===== config.mk =====
export PLATFORM = sky130hd
export DESIGN_NAME = dtpm_front
export DESIGN_NICKNAME = d
export VERILOG_FILES = /design/src/rtl/core/digit_trie_prefix_match_core_assert.svh /design/src/rtl/core/dtpm_front.sv
export SDC_FILE = /design/constraint.sdc
export NUM_CORES = 1
export LEC_CHECK = 0
export BUFFER_PORTS_ARGS = -buffer_cell sky130_fd_sc_hd__buf_2
export CORE_MARGIN = 4
export CORE_UTILIZATION = 30
export CTS_CLUSTER_SIZE = 10
export DETAILED_ROUTE_END_ITERATION = 6
export HOLD_SLACK_MARGIN = 0.03
export MAX_ROUTING_LAYER = met4
export SETUP_SLACK_MARGIN = 0.4
export SLEW_MARGIN = 10
export SYNTH_ARGS = -nofsm -noshare
export SYNTH_HDL_FRONTEND = slang
export SYNTH_SLANG_ARGS = --single-unit

===== constraint.sdc =====
create_clock -name clk -period 4.1 [get_ports clk]
set_input_delay 0.205 -clock clk [delete_from_list [all_inputs] [get_ports clk]]
set_output_delay 0.205 -clock clk [all_outputs]
set_load 0.01 [all_outputs]

===== src/rtl/core/digit_trie_prefix_match_core_assert.svh =====
// Assertion macros for the digit trie prefix match core.
// Included by the RTL files that carry assertions; no other dependencies.
`ifndef DIGIT_TRIE_PREFIX_MATCH_CORE_ASSERT_SVH
`define DIGIT_TRIE_PREFIX_MATCH_CORE_ASSERT_SVH
`ifndef ASSERT_OFF
// Implication checked at every clock edge outside reset.
`define DT_ASSERT_IMP(label, clk, rst_n, a, c) \
    label: assert property (@(posedge clk) disable iff (!rst_n) (a) |-> (c)) \
        else $error("assertion failed");
// Implication checked in the cycle after the trigger.
`define DT_ASSERT_NEXT(label, clk, rst_n, a, c) \
    label: assert property (@(posedge clk) disable iff (!rst_n) (a) |=> (c)) \
        else $error("assertion failed");
`else
`define DT_ASSERT_IMP(label, clk, rst_n, a, c)
`define DT_ASSERT_NEXT(label, clk, rst_n, a, c)
`endif
`endif


===== src/rtl/core/dtpm_front.sv =====
// Front end: folds digits and queues requests for the back end.
// No dependencies.
module dtpm_front #(
    parameter int VALUE_BITS = 32,
    parameter int DEPTH = 2
) (
    input  logic                  clk,
    input  logic                  rst_n,
    input  logic                  push,
    output logic                  full,
    input  logic [1:0]            action,
    input  logic [3:0]            digit,
    input  logic                  last_digit,
    input  logic [31:0]           value,
    output logic                  q_valid,
    input  logic                  q_take,
    output logic [1:0]            q_action,
    output logic [3:0]            q_digit,
    output logic                  q_last,
    output logic [VALUE_BITS-1:0] q_value
);

    localparam int W = 2 + 4 + 1 + VALUE_BITS;
    localparam int AW = (DEPTH > 1) ? $clog2(DEPTH) : 1;

    logic [W-1:0]  buf_reg [DEPTH];
    logic [AW-1:0] wp_reg, rp_reg;
    logic [AW:0]   cnt_reg;
    logic [3:0]    fold;
    logic [VALUE_BITS-1:0] vin;
    logic          wr;
    logic [W-1:0]  head;

    // Fold digits above nine and fit the value to the stored width.
    always_comb
    begin
        fold = (digit >= 4'd10) ? (digit - 4'd10) : digit;
        vin = '0;
        if (VALUE_BITS >= 32)
        begin
            vin[31:0] = value;
        end
        else
        begin
            vin = value[VALUE_BITS-1:0];
        end
    end

    assign full = (cnt_reg == (AW+1)'(DEPTH));
    assign wr = push && !full;
    assign q_valid = (cnt_reg != '0);
    assign head = buf_reg[rp_reg];
    assign {q_action, q_digit, q_last, q_value} = head;

    // Request queue storage.
    always_ff @(posedge clk)
    begin
        if (wr)
        begin
            buf_reg[wp_reg] <= {action, fold, last_digit, vin};
        end
    end

    // Queue pointers.
    always_ff @(posedge clk or negedge rst_n)
    begin
        if (!rst_n)
        begin
            wp_reg <= '0;
            rp_reg <= '0;
            cnt_reg <= '0;
        end
        else
        begin
            if (wr)
            begin
                wp_reg <= (wp_reg == AW'(DEPTH-1)) ? '0 : wp_reg + 1'b1;
            end
            if (q_take && q_valid)
            begin
                rp_reg <= (rp_reg == AW'(DEPTH-1)) ? '0 : rp_reg + 1'b1;
            end
            cnt_reg <= cnt_reg + (AW+1)'(wr) - (AW+1)'(q_take && q_valid);
        end
    end

endmodule


==> flow_metrics.tcl <==
set metrics [dict create \
    grt_max_degree 41 \
    fin_setup_tns_ps 0 \
    portBuffers 83 \
    post_cts_resized 0 \
    finalCritPeriodShare_pct 51.4 \
    yosys.area.top_type_share_pct 76.0 \
    maxCapViolCount 0 \
    drt_first_pass_iters 3 \
    pin_count 84 \
    cts_buffer_depth 2 \
    dr_total_vias 1631 \
    insertion_delay_ps 340 \
    powerDensity_nw_per_um2 664 \
    final_common_cell "buf_2" \
    ys_ff_latch 82 \
    path_class "flop to output port" \
    cts_tree "built" \
    yosys.area.top_type "edfxtp_1" \
    netlist_top_cells_area "edfxtp_1 (76%), mux2_2 (14%), dfrtp_1 (3.2%), buf_6 (1.5%), ha_1 (1.2%)" \
    first_iter_violations 26 \
    viasPerCell 4.21 \
    largest_reg_flops 78 \
    hpwl_mm 3.38 \
    n_antenna_cell 0 \
    area_delta_synth_final_pct 28.7 \
    core_sq_um 9860 \
    hold_path.class "primary input to flop" \
    ys_warn_count 0 \
    start_util_pct 31.2 \
    crit_fanout 40 \
    wirelength_mm 5.41 \
    grt_overflow_total 0 \
    synthesis.instances 148 \
    finish.utilization_pct 40.2 \
    cts_root_buf "clkbuf_8" \
    slew_headroom_pct 34.8 \
    syn_area_per_cell_sq_um 20.8 \
    mostFrequentLayoutCells "buf_2 (83), edfxtp_1 (78), mux2_2 (39), dlygate4sd3_1 (10), clkbuf_8 (9)" \
    syn_area_sq_um 3080 \
    post_cts_buffers 0 \
    setup_slack_ps 1990 \
    status "completed" \
    synth-seq-area-share_pct 79.3 \
    die_w_um 109 \
    grt_pass1_wl_mm 8.27 \
    start_kind "flop" \
    critPathArrivalTime_ps 1900 \
    fmax_mhz 475 \
    drive_gt1_share_pct 55.1 \
    drv_slew 0 \
    cts.sinks 82 \
    routedWlPerCell_um 14.0 \
    gp_congestion 0.717 \
    ant_nets 0 \
    dieArea_sq_um 12000 \
    fin_nets 295 \
    setup_violations 0 \
    htreeDepth 3 \
    cts_buffers 9 \
    n_fill_cell 911 \
    hold_viol_final 0 \
    peakVddDrop_mv 0.445 \
    synth_cell_types 18 \
    endpoint_kind "output port" \
    tightest_slew_ps 978 \
    leakage_nw 1.49 \
    fp-row-count 36 \
    drc 0 \
    synth_nets 194 \
    grt_usage_pct 9.49 \
    fp.dieH_um 109 \
    grt_pass1_vias 1750 \
    antenna_found_initial 0 \
    clk_pin_slew_ps 80 \
    period_minus_slack_ps 2110 \
    fin_skew_ps 9.57 \
    holdBufCountCts 4 \
    required_ps 3890 \
    rsz0062_at_grt "false" \
    pre_cts_slack_ps 2070 \
]
synth_stat cells:
library cell / count
and3_1: 1
nand2b_1: 1
inv_1: 4
edfxtp_1: 78
nand3_1: 1
dfrtp_1: 4
mux2_2: 39
ha_1: 3
or2_1: 1
and2_4: 1
o21a_1: 1
xnor2_1: 3
o21ai_0: 1
nor2_1: 2
a21oi_1: 2
nand2_1: 1
xor2_1: 1
buf_6: 4
routing by layer:
metal,global-route usage [%],routed length (um),vias up
met3,3.35,298,9
met2,15.5,2690,49
met5,-,0,-
met1,10.7,2330,801
met4,3.74,99,0
li1,-,-,772
worst paths after layout:
path,depth (start not counted),slack [ps],start,endpoint
worst max-delay path,2,1990,rp_reg$_DFFE_PN0P_,q_value[14]
worst min-delay path,1,50,value[2],buf_reg[1][2]$_DFFE_PP_
worst max register to register,2,2340,cnt_reg[1]$_DFF_PN0_,buf_reg[1][0]$_DFFE_PP_
worst min register to register,1,510,cnt_reg[1]$_DFF_PN0_,cnt_reg[1]$_DFF_PN0_
max in group asynchronous,2,3760,rst_n,rp_reg$_DFFE_PN0P_
min in group asynchronous,2,210,rst_n,cnt_reg[1]$_DFF_PN0_
logic make-up after synthesis:
| group | count (synthesis) | share of synthesized area (%) |
|---|---|---|
| flops | 82 | 79.3 |
| mux | 39 | 14.3 |
| buf+inv | 8 | 1.95 |
| simple gates | 8 | 1.42 |
| compound gates | 4 | 0.731 |
| xor+xnor | 4 | 1.14 |
| fa+ha+maj | 3 | 1.22 |
report_power, final:
group / internal, mW / total (mW) / switching [mW]
clock network: 0.342 / 0.617 / 0.275
logic: 0.383 / 0.742 / 0.359
registers: 1.15 / 1.27 / 0.124
total: 1.87 / 2.63 / 0.758
final cells by class:
cell class              instances  area (sq um)  area share [%]
flip-flops and latches         82          2440            61.6
multi-input cells              58           587            14.8
repair buffers                 94           543            13.7
well taps                     133           166            4.20
clock buffers                  11           131            3.31
clock inverters                 5          78.8            1.99
inverters                       4          15.0           0.379
through the flow:
stage | power [mW] | instances | hold WS (ps) | instance area, sq um
floorplan | 1.76 | 148 | -90.6 | 3080
global placement | 2.03 | 360 | 13.1 | 3630
detailed placement | 2.04 | 360 | 16.7 | 3630
CTS | 2.67 | 380 | 30.2 | 3880
global route | 2.79 | 387 | 31.9 | 3970
finish | 2.63 | 387 | 51.8 | 3970
worst max-delay path, stage by stage (launching register included):
cell     delay [ps]
dfrtp_2         990
mux2_2          420
buf_2           140
Note: power is estimated with default switching activity, not from simulation.
